### src/sv/pgmh_pkg.sv
// Shared types and constants of the polar grid max-height binner.
// Holds opcodes, result codes, register indexes and the arctangent table.
// No dependencies.
package pgmh_pkg;

  localparam int CORDIC_STEPS = 24;
  localparam int ANG_W        = 32;
  localparam int RANGE_W      = 23;
  localparam int RCOUNT_W     = 5;

  localparam logic [1:0] OP_CLEAR = 2'd0;
  localparam logic [1:0] OP_ADD   = 2'd1;
  localparam logic [1:0] OP_READ  = 2'd2;

  localparam logic [2:0] ST_CLEARED  = 3'd0;
  localparam logic [2:0] ST_BINNED   = 3'd1;
  localparam logic [2:0] ST_DROPPED  = 3'd2;
  localparam logic [2:0] ST_READ     = 3'd3;
  localparam logic [2:0] ST_BAD_READ = 3'd4;

  localparam logic REG_RING_COUNT = 1'b0;
  localparam logic REG_RANGE      = 1'b1;

  localparam logic [ANG_W-1:0] ATAN_TURNS [CORDIC_STEPS] = '{
    32'd536870912, 32'd316933406, 32'd167458907, 32'd85004756, 32'd42667331,
    32'd21354465, 32'd10679838, 32'd5340245, 32'd2670163, 32'd1335087,
    32'd667544, 32'd333772, 32'd166886, 32'd83443, 32'd41722, 32'd20861,
    32'd10430, 32'd5215, 32'd2608, 32'd1304, 32'd652, 32'd326, 32'd163, 32'd81
  };

  typedef struct packed {
    logic done;
    logic drop;
  } ring_stat_t;

endpackage

### src/sv/pgmh_azimuth.sv
// Azimuth unit: CORDIC vectoring, one rotation a cycle, then sector scaling.
// Depends on pgmh_pkg.
module pgmh_azimuth #(
  parameter int SECTORS    = 60,
  parameter int COORD_BITS = 24,
  localparam int SB = (SECTORS > 1) ? $clog2(SECTORS) : 1
) (
  input  logic                         clk,
  input  logic                         rst_n,
  input  logic                         start,
  input  logic signed [COORD_BITS-1:0] x,
  input  logic signed [COORD_BITS-1:0] y,
  output logic                         done,
  output logic [SB-1:0]                sector
);
  import pgmh_pkg::*;

  localparam int W   = COORD_BITS + 34;
  localparam int PW  = ANG_W + $clog2(SECTORS + 1);
  localparam int IW  = $clog2(CORDIC_STEPS);
  localparam logic [ANG_W-1:0] HALF = {1'b1, {(ANG_W-1){1'b0}}};

  typedef enum logic [1:0] {A_IDLE, A_ITER, A_FIX, A_MUL} astate_t;

  astate_t            state_r;
  logic signed [W-1:0] cx_r, cy_r, xe, ye, dx, dy;
  logic [ANG_W-1:0]   ang_r;
  logic [IW-1:0]      i_r;
  logic               ypos_r, yneg_r, xnn_r;
  logic [PW-1:0]      prod_r;
  logic [PW-ANG_W-1:0] sect;
  logic               done_r;
  logic [SB-1:0]      sector_r;

  assign xe   = W'(x);
  assign ye   = W'(y);
  assign dx   = cy_r >>> i_r;
  assign dy   = cx_r >>> i_r;
  assign sect = prod_r[PW-1:ANG_W];

  always_ff @(posedge clk) begin
    if (!rst_n) begin
      state_r <= A_IDLE;
      done_r  <= 1'b0;
    end else begin
      done_r <= 1'b0;
      if (start) begin
        cx_r    <= (x < 0) ? ((-xe) <<< 32) : (xe <<< 32);
        cy_r    <= (x < 0) ? ((-ye) <<< 32) : (ye <<< 32);
        ang_r   <= (x < 0) ? HALF : '0;
        ypos_r  <= (y > 0);
        yneg_r  <= (y < 0);
        xnn_r   <= (x >= 0);
        i_r     <= '0;
        state_r <= A_ITER;
      end else begin
        unique case (state_r)
          A_IDLE: begin
          end
          A_ITER: begin
            if (cy_r > 0) begin
              cx_r  <= cx_r + dx;
              cy_r  <= cy_r - dy;
              ang_r <= ang_r + ATAN_TURNS[i_r];
            end else if (cy_r < 0) begin
              cx_r  <= cx_r - dx;
              cy_r  <= cy_r + dy;
              ang_r <= ang_r - ATAN_TURNS[i_r];
            end
            if (i_r == IW'(CORDIC_STEPS - 1)) begin
              state_r <= A_FIX;
            end else begin
              i_r <= i_r + IW'(1);
            end
          end
          A_FIX: begin
            if (ypos_r && ang_r > HALF) begin
              ang_r <= xnn_r ? '0 : (HALF - ANG_W'(1));
            end else if (yneg_r && ang_r <= HALF) begin
              ang_r <= xnn_r ? '1 : (HALF + ANG_W'(1));
            end
            state_r <= A_MUL;
          end
          A_MUL: begin
            prod_r  <= PW'(ang_r) * PW'(SECTORS);
            state_r <= A_IDLE;
            done_r  <= 1'b1;
          end
          default: state_r <= A_IDLE;
        endcase
      end
    end
  end

  always_comb begin
    if (int'(sect) >= SECTORS) begin
      sector_r = SB'(SECTORS - 1);
    end else begin
      sector_r = SB'(sect);
    end
  end

  assign done   = done_r;
  assign sector = sector_r;

endmodule

### config.mk
export PLATFORM = sky130hd
export DESIGN_NAME = pgmh_azimuth
export DESIGN_NICKNAME = d
export VERILOG_FILES = /design/src/sv/pgmh_pkg.sv /design/src/sv/pgmh_azimuth.sv
export SDC_FILE = /design/constraint.sdc
export NUM_CORES = 1
export LEC_CHECK = 0
export BUFFER_PORTS_ARGS = -buffer_cell sky130_fd_sc_hd__buf_2
export CORE_UTILIZATION = 45
export CTS_BUF_LIST = sky130_fd_sc_hd__clkbuf_8
export DETAILED_ROUTE_END_ITERATION = 10
export PLACE_DENSITY_LB_ADDON = 0.15
export SLEW_MARGIN = 20
export SYNTH_ARGS = -nofsm -noshare
export SYNTH_HDL_FRONTEND = slang
export SYNTH_SLANG_ARGS = --single-unit
export TNS_END_PERCENT = 5
### constraint.sdc
create_clock -name clk -period 8.8 [get_ports clk]
set_input_delay 1.32 -clock clk [delete_from_list [all_inputs] [get_ports clk]]
set_output_delay 1.32 -clock clk [all_outputs]
set_load 0.02 [all_outputs]
* Word level (Yosys, flattened, before mapping) *
Memory sizes are Yosys's and may differ from the RTL's.
Index checks and enable logic that the tools add are counted.

cells by class
  mux-type cells = 28
  bitwise logic cells = 3
  multipliers = 1
  equality and inequality tests = 9
  shifts and indexed selects = 2
  order comparisons = 10
  reductions and logical operators = 15
  $add $sub $neg = 9

operators by type and width
  cell                                                                                   number
  58-bit 2-to-1 mux                                                                      10
  32-bit 2-to-1 mux                                                                      8
  58-bit adder                                                                           2
  58-bit by 5-bit >>> shifter with 58-bit output                                         2
  58-bit subtractor                                                                      2
  32-bit case mux with 2 select lines                                                    1
  31-bit 2-to-1 mux                                                                      2
  58-bit by 1-bit > comparator with 1-bit output (second input constant)                 1
  58-bit by 1-bit less-than comparator with 1-bit output (second input constant)         1
  24-bit negation with 26-bit output                                                     2
  24-bit by 1-bit less-than comparator with 1-bit output (second input constant)         2
  32-bit by 4-bit multiplier with 36-bit output (second input constant)                  1
  32-bit adder                                                                           1
  32-bit > comparator (second input constant)                                            1
  32-bit less-or-equal comparator (second input constant)                                1
  32-bit subtractor                                                                      1
  24-bit by 1-bit greater-or-equal comparator with 1-bit output (second input constant)  1
  24-bit by 1-bit > comparator with 1-bit output (second input constant)                 1
  6-bit greater-or-equal comparator (second input constant)                              2
  5-bit 2-to-1 mux                                                                       2
  3-bit AND reduction                                                                    3
  3-bit nonzero test                                                                     3
  4-bit != test (second input constant)                                                  2
  6-bit 2-to-1 mux                                                                       1
  other kinds (17)                                                                       24

word-level totals
  input port bits = 51
  logic and storage cells = 89
  register bits after elaboration = 195
  bits in read-only memories = 1024
  memories = 1

memories
  memory            depth  width  read ports  clocked after Yosys merged registers in  wr ports  RTL line            RTL
  (name not given)  32     32     1           0                                        0         pgmh_azimuth.sv:68  ang_r <= ang_r - ATAN_TURNS[i_r];

* Logic depth before layout (Yosys ltp) *
Gate-level depths: netlist of the first run.

  word-level depth = 9
  mapped depth = 33
  depth with buffers taken out = 26

* Least setup slack after synthesis of the first run *
No wires, ideal clock.

  path kind = flip-flop to flip-flop
  from = reg i_r[2]
  to = reg ang_r[30] (data pin)
  path slack = 1.849 ns
  data arrival time = 6.793 ns
  library setup time = 0.158 ns
  cell stages (with the launch flop) = 32
  path through = edfxtp_1 -> clkinv_1 -> buf_2 -> buf_1 -> clkbuf_1 -> clkbuf_1 -> buf_2 -> buf_1 -> clkbuf_1 -> ha_1 -> nor2_1 -> a211oi_1 -> a21oi_1 -> o21ai_0 -> nor4_1 -> nand3_1 -> inv_1 -> a21oi_1 -> buf_1 -> xnor2_1 -> ha_1 -> a21o_1 -> a21o_1 -> a21o_1 -> a211oi_1 -> o21bai_1 -> a22o_1 -> o211ai_1 -> a21boi_0 -> o21ai_0 -> mux2_2 -> o211ai_1

between the ends
  longest elaborated chain between the ends = 9

RTL lines
  what                                                       RTL line                                RTL
  start: declaration                                         pgmh_azimuth.sv:28                      logic [IW-1:0] i_r;
  start signal: assignment                                   pgmh_azimuth.sv:73                      i_r <= i_r + IW'(1);
  5-bit NOT with 6-bit output (implied by the code) (*)      pgmh_azimuth.sv:64, pgmh_azimuth.sv:68
  memory read 32 x 32 bit (*)                                n/a
  32-bit 2-to-1 mux (implied by the code) (*) (2 in series)  pgmh_azimuth.sv:68
  32-bit subtractor                                          pgmh_azimuth.sv:68
  32-bit 2-to-1 mux                                          pgmh_azimuth.sv:65                      end else if (cy_r < 0) begin
  32-bit 2-to-1 mux (*)                                      pgmh_azimuth.sv:61                      if (cy_r > 0) begin
  32-bit case mux with 2 select lines (*)                    pgmh_azimuth.sv:57                      unique case (state_r)
  32-bit 2-to-1 mux (*)                                      pgmh_azimuth.sv:47                      if (start) begin
  end signal: assignment                                     pgmh_azimuth.sv:50                      ang_r <= (x < 0) ? HALF : '0;
  end signal: assignment                                     pgmh_azimuth.sv:64                      ang_r <= ang_r + ATAN_TURNS[i_r];
  end signal: assignment                                     pgmh_azimuth.sv:68
  end: declaration                                           pgmh_azimuth.sv:27                      logic [ANG_W-1:0] ang_r;

Every way passes the cells marked *; elsewhere a longest branch is shown, timed or not. The select of a mux whose other input is x is not followed.
A chain may end at the register's enable or synchronous reset.

* Final worst setup path of the first run *
  from = reg i_r[0]
  to = reg cx_r[57] (data pin)

between the ends
  longest elaborated chain between the ends = 6

RTL lines
  what                                                RTL line            RTL
  58-bit by 5-bit >>> shifter with 58-bit output (*)  pgmh_azimuth.sv:37  assign dx = cy_r >>> i_r;
  58-bit subtractor                                   pgmh_azimuth.sv:66  cx_r <= cx_r - dx;
  58-bit 2-to-1 mux                                   pgmh_azimuth.sv:65
  58-bit 2-to-1 mux (*)                               pgmh_azimuth.sv:61
  58-bit 2-to-1 mux (*)                               pgmh_azimuth.sv:57
  58-bit 2-to-1 mux (*)                               pgmh_azimuth.sv:47
  end signal: assignment                              pgmh_azimuth.sv:48  cx_r <= (x < 0) ? ((-xe) <<< 32) : (xe <<< 32);
  end signal: assignment                              pgmh_azimuth.sv:62  cx_r <= cx_r + dx;
  end signal: assignment                              pgmh_azimuth.sv:66
  end: declaration                                    pgmh_azimuth.sv:26  logic signed [W-1:0] cx_r, cy_r, xe, ye, dx, dy;

Marks and branches as above.

==> run metrics, run 1 <==
Pwr Density 339 nW/um^2; CTS root buffer clkbuf_8; Layout fillers 6295; status finished, final reports clean; leading area contributor after synthesis edfxtp_1; Synth Area in Adders 0.134; # rows 93; r2r setup slk 760 ps; total gr overflow 0; RSZ-0062 raised after global routing no; Cell Area, Placed 30400 um^2; Worst path slowest cell a211oi_1; Yosys cell types 102; cells on worst reg2reg path 24; CP max stage delay 940 ps; grt peak-use layer met2; htree depth 4; initial core utilization 0.457; Hold EP done$_SDFF_PP0_; syn nets 3765; Final Instance Count excl. Fillers 4225; CP top delay family simple AND/OR/NAND/NOR gates; # port buffers 57; Setup Skew between 20 and 25 ps; CTS Buf Count 17; Buf+Inv Stages, Crit Path 2; main combinational cell family by area after synthesis compound AO/OA/AOI/OAI gates; largest cells by area after synthesis edfxtp_1 16%, ha_1 9.1%, mux4_2 8.0%; Overall Global Routing Usage 0.318; global-route wire length before repair 163000 um; Arrival @ worst endpoint around 8400 ps; Cell Chain, Critical Path buf_12 -> mux4_2 -> mux2i_1 -> o2bb2ai_1 -> a211oi_1 -> nand4_1 -> or3_1 -> nor2_1 -> and2_1 -> a21oi_1 -> xnor2_1 -> ha_1 -> and3_1 -> and3_1 -> nand2_1 -> o22ai_1 -> nor4bb_1 -> a31oi_1 -> buf_4 -> a41oi_1 -> nor2_1 -> a2111oi_0 -> xnor3_1 -> nor2_1; syn_area_per_cell around 8.6 um^2; die height 258 um; antenna-violating nets left 0; number of setup buffers added after CTS 0; CP endpoint kind register; critical path class reg2reg; Main synth FF type edfxtp_1; nets@finish ~3700; Cells after Synth 3437; Worst R2R End cx_r[57]$_DFFE_PP_; final worst path period need 8040 ps; Post-DP HPWL 82900 um; number of global-route vias before repair 27000; Post-synth EDFFs 162; most frequent cells in the layout 314 x nand2_1, 302 x nor2_1, 268 x a21oi_1; Clock Latency Late Sink 590 ps; I/O Pins 58; area grow syn2layout 4.31%; met2 usage 0.523; share of the synthesized area in the top cell type 0.165; Final period util 0.913; DRT iter0 DRCs 2994; pin count of the biggest net entering global routing 142; Via-to-Cell Ratio 6.60; worst hold path class reg2reg; cell repeated most along the worst path nor2_1; FMAX between 100 and 150 MHz; Syn. warnings 0; # resized after CTS 0; final hold slack 527 ps; post-synthesis mux area share 0.172; Final TNS setup 0 ps; type of origin of the critical path register; worst ir drop on vdd 0.141 mV; xor/xnor share of the synthesized area 0.0896; final max-slew violation count 0; Slew HR 0.171; total wire length 107000 um; #FFs+latches synth 165; most common cell after layout, fill and taps aside nand2_1; hold buffers post-CTS 0; R2R Path Start i_r[0]$_SDFFCE_PP0P_; sequential cell area fraction in the yosys report 0.167; CP required 9120 ps; die width 258 um; Avg WL per Cell about 25 um; maximum buffer depth of the clock tree 2; Hold Vio Cnt, Final 0; initial antenna violation count 1; core area 64600 um^2; actual slew at the worst max-slew pin 1210 ps; Synth Area in Compound Gates 0.216; Reg clk slew, reported paths 110 ps; routability congestion estimate from global placement 1.02; First-pass DRT Iterations 9; GR Util met1 0.388; hold_sp state_r[0]$_SDFFE_PN0P_; Final Setup Violations 0; ys async rst share 0; share of cells above drive strength 1 0.104; post-route DRC violation count 0; hold path cells 1; DIE AREA 66600 um^2; M3 GR Usage 0.0527; post-synthesis simple-gate area fraction 0.176; via count of the routed design 27900; Inst Count DP 4191; Final Cell Area 30800 um^2; max cap viols 0; Leak 12.2 nW; CTS tree done; critical-path maximum fanout between 50 and 60; CTS sink cnt 165; mapped cell area 29500 um^2
==> power by group <==
group | total (mW) | switching [mW] | internal [mW]
clock | 0.595 | 0.365 | 0.231
sequential | 1.76 | 0.480 | 1.28
combinational | 8.08 | 4.74 | 3.34
==> worst max-delay path by stage <==
| stage | from | endpoint | slack (ps) | cells after the start |
|---|---|---|---|---|
| 3_5_place_dp | i_r[0]$_SDFFCE_PP0P_ | cx_r[54]$_DFFE_PP_ | 950 | 22 |
| 5_1_grt | i_r[0]$_SDFFCE_PP0P_ | cy_r[56]$_DFFE_PP_ | 330 | 23 |
| 4_1_cts | i_r[0]$_SDFFCE_PP0P_ | cx_r[56]$_DFFE_PP_ | 920 | 21 |
| 6_report | i_r[0]$_SDFFCE_PP0P_ | cx_r[57]$_DFFE_PP_ | 760 | 24 |
| 2_1_floorplan | i_r[2]$_SDFFCE_PP0P_ | ang_r[30]$_SDFFCE_PP0P_ | 1850 | 31 |
| 3_3_place_gp | i_r[0]$_SDFFCE_PP0P_ | cx_r[54]$_DFFE_PP_ | 1110 | 22 |
==> flip-flops by register name, indices dropped and copies added, names as in the netlist <==
signal / flops
cx_r: 58
prod_r: 6
state_r: 2
ang_r: 32
xnn_r: 1
ypos_r: 1
i_r: 5
done: 1
yneg_r: 1
cy_r: 58
==> logic make-up (layout without fill, tap and decap cells) <==
group | count (synthesis) | in the layout
buffers and inverters | 306 | 237
adders and majority gates | 277 | 277
AOI/OAI and AO/OA | 996 | 996
muxes | 323 | 323
DFF | 165 | 165
other | 0 | 2
and+or+nand+nor | 1070 | 1070
xor gates and xnor gates | 300 | 300
==> layout make-up <==
class	count	area, um^2	share of cell area
Antenna cell	2	5.00	0.000163
Clock buffer	17	234	0.00761
Clock inverter	15	146	0.00476
Inverter	101	382	0.0124
Multi-Input combinational cell	2966	23300	0.756
Sequential cell	165	4920	0.160
Tap cell	855	1070	0.0348
Timing Repair Buffer	104	738	0.0240
==> Yosys cell counts, types with 32 or more instances <==
cell,n
o21ai_0,237
a31oi_1,47
clkbuf_1,120
edfxtp_1,162
nand4_1,41
a21oi_1,268
mux2_2,62
nor3_1,72
nand2_1,314
ha_1,214
nand3_1,65
inv_1,97
a211oi_1,45
nand2b_1,47
mux4_2,105
a21o_1,96
fa_1,63
buf_2,32
xnor2_1,170
nor2b_1,36
o31ai_1,32
xor2_1,129
mux2i_1,127
nor2_1,304
==> per-layer routing <==
metal / vias up / share of wire
met1: 13500 / 0.40
met3: 315 / 0.069
met5: - / 0
met4: 0 / 0.068
met2: 1273 / 0.46
li1: 12800 / -
==> worst reg2reg max path, delay by kind of cell, from the launching register on <==
family | cells | cell delay, ps
compound gates | 7 | 2180
xor+xnor | 2 | 480
fa+ha+maj | 1 | 360
buf+inv | 2 | 530
flops | 1 | 460
mux | 2 | 1120
simple gates | 10 | 2630
==> metrics by stage <==
| step | power [mW] | worst slack, ps | utilization |
|---|---|---|---|
| after global routing | 11.3 | 330 | 0.476 |
| after detailed placement | 9.70 | 954 | 0.470 |
| after global placement | 9.56 | 1110 | 0.470 |
| after CTS | 10.3 | 916 | 0.476 |
| final | 10.4 | 763 | 0.476 |
| after floorplan | 7.59 | 1850 | - |
Note: power is estimated with default switching activity, not from simulation.
==> run 2: changes to the inputs <==
--- a/config.mk
+++ b/config.mk
@@ -7,7 +7,7 @@
 export LEC_CHECK = 0
 export BUFFER_PORTS_ARGS = -buffer_cell sky130_fd_sc_hd__buf_2
 export CORE_UTILIZATION = 45
-export CTS_BUF_LIST = sky130_fd_sc_hd__clkbuf_8
+export CTS_BUF_LIST = sky130_fd_sc_hd__clkbuf_4
 export DETAILED_ROUTE_END_ITERATION = 10
 export PLACE_DENSITY_LB_ADDON = 0.15
 export SLEW_MARGIN = 20
==> run metrics, run 2 (synthesis results as in run 1) <==
status finished, final reports clean; final hold slack 527 ps (+0.268 ps); pin count of the biggest net entering global routing 142 (unchanged); number of global-route vias before repair 27000 (-0.052%); CP max stage delay 950 ps (about the same); DRT iter0 DRCs 2972 (-0.73%); Pwr Density 337 nW/um^2 (-0.65%); Inst Count DP 4191 (unchanged); number of setup buffers added after CTS 0 (unchanged); Final WS setup 727 ps (-35.9 ps); Cell Chain, Critical Path buf_12 -> mux4_2 -> mux2i_1 -> o2bb2ai_1 -> a211oi_1 -> nand4_1 -> or3_1 -> nor2_1 -> and2_1 -> a21oi_1 -> xnor2_1 -> ha_1 -> and3_1 -> and3_1 -> nand2_1 -> o22ai_1 -> nor4bb_1 -> a31oi_1 -> buf_4 -> a41oi_1 -> nor2_1 -> a2111oi_0 -> xnor3_1 -> nor2_1; First-pass DRT Iterations 8 (-1); final max-slew violation count 0 (unchanged); area grow syn2layout 3.96%; maximum buffer depth of the clock tree 2 (unchanged); total gr overflow 0 (unchanged); antenna-violating nets left 0 (unchanged); final core utilization 0.475 (-0.00161); Overall Global Routing Usage 0.318 (about the same); FMAX 124 MHz (-0.44%); cells on worst reg2reg path 24 (unchanged); critical-path maximum fanout 58 (unchanged); die width 258 um (unchanged); RSZ-0062 raised after global routing no; most common cell after layout, fill and taps aside nand2_1; via count of the routed design 27900 (+0.014%); Arrival @ worst endpoint 8710 ps (+360 ps); Avg WL per Cell 25.2 um (-0.24%); max cap viols 0 (unchanged); Pwr Total 10.3 mW (-0.98%); routability congestion estimate from global placement 1.02 (unchanged); htree depth 4 (unchanged); Slew HR 0.149 (-0.0222); Final TNS setup 0 ps (unchanged); hold buffers post-CTS 0 (unchanged); actual slew at the worst max-slew pin 1270 ps (+63.1 ps); post-route DRC violation count 0 (unchanged); Reg clk slew, reported paths 170 ps (+60 ps); nets@finish 3683 (unchanged); initial antenna violation count 2 (+1); Final Instance Count excl. Fillers 4226 (+0.024%); CP required 9440 ps (+320 ps); die height 258 um (unchanged); I/O Pins 58 (unchanged); # rows 93 (unchanged); cell repeated most along the worst path nor2_1; r2r setup slk 730 ps (-40 ps); Final period util 0.917 (+0.00407); CTS tree done; CTS root buffer clkbuf_4; Via-to-Cell Ratio 6.60 (about the same); share of cells above drive strength 1 0.104 (unchanged); Setup Skew 26.6 ps (+3.65 ps); global-route wire length before repair 163000 um (about the same); hold path cells 1 (unchanged); Leak 12.2 nW (-0.36%); Worst path slowest cell a211oi_1; CP endpoint kind register; Cell Area, Placed 30400 um^2 (unchanged); total wire length 107000 um (-0.22%); most frequent cells in the layout 314 x nand2_1, 302 x nor2_1, 268 x a21oi_1; CTS Buf Count 17 (unchanged); CTS sink cnt 165 (unchanged); worst hold path class reg2reg; largest registers cx_r: 58 flops, cy_r: 58 flops, ang_r: 32 flops; Post-DP HPWL 82900 um (unchanged); Hold Vio Cnt, Final 0 (unchanged); Final Cell Area 30700 um^2 (-0.34%); dpl ws 954 ps (unchanged); critical path class reg2reg; type of origin of the critical path register; DIE AREA 66600 um^2 (unchanged); final worst path period need 8070 ps (+35.9 ps); Clock Latency Late Sink 770 ps (+180 ps); core area 64600 um^2 (unchanged); worst ir drop on vdd 0.122 mV (-13%); Final Setup Violations 0 (unchanged); # resized after CTS 0 (unchanged); # port buffers 57 (unchanged); initial core utilization 0.457 (unchanged)
run 2: report_power, final:
group | switching [mW] | total (mW) | internal (mW)
clock | 0.353 | 0.501 | 0.148
combinational | 4.73 | 8.08 | 3.34
sequential | 0.479 | 1.76 | 1.28
run 2: worst paths after layout:
kind                        endpoint                     from
hold / removal       done$_SDFF_PP0_  state_r[0]$_SDFFE_PN0P_
setup reg to reg  cx_r[57]$_DFFE_PP_     i_r[0]$_SDFFCE_PP0P_
setup / recovery  cx_r[57]$_DFFE_PP_     i_r[0]$_SDFFCE_PP0P_
hold reg to reg      done$_SDFF_PP0_  state_r[0]$_SDFFE_PN0P_
run 2: final cells by class:
cell class              instances  area, um^2
inverters                     101         382
clock buffers                  17         128
flip-flops and latches        165        4920
clock inverters                15         146
repair buffers                104         738
fillers                      6315       33900
well taps                     855        1070
multi-input cells            2966       23300
diodes                          3        7.51
run 2: worst max-delay path: cells and delay by family (launching register included):
kind                     cells  cell delay (ps)
multiplexers                 2             1050
AO/OA/AOI/OAI                7             2200
buffers and inverters        2              520
adder cells (fa/ha/maj)      1              370
flip-flops                   1              480
AND/OR/NAND/NOR             10             2640
XOR/XNOR                     2              570
run 2: per-layer routing:
layer  global-route usage  share of wire  wire length [um]  up-vias
met3               0.0531          0.074              7870      278
met1                0.388           0.39             42100    13500
met5                    0              0                 0        -
met2                0.522           0.47             49600     1313
li1                     -              -                 -    12800
met4                0.198          0.066              7090        0
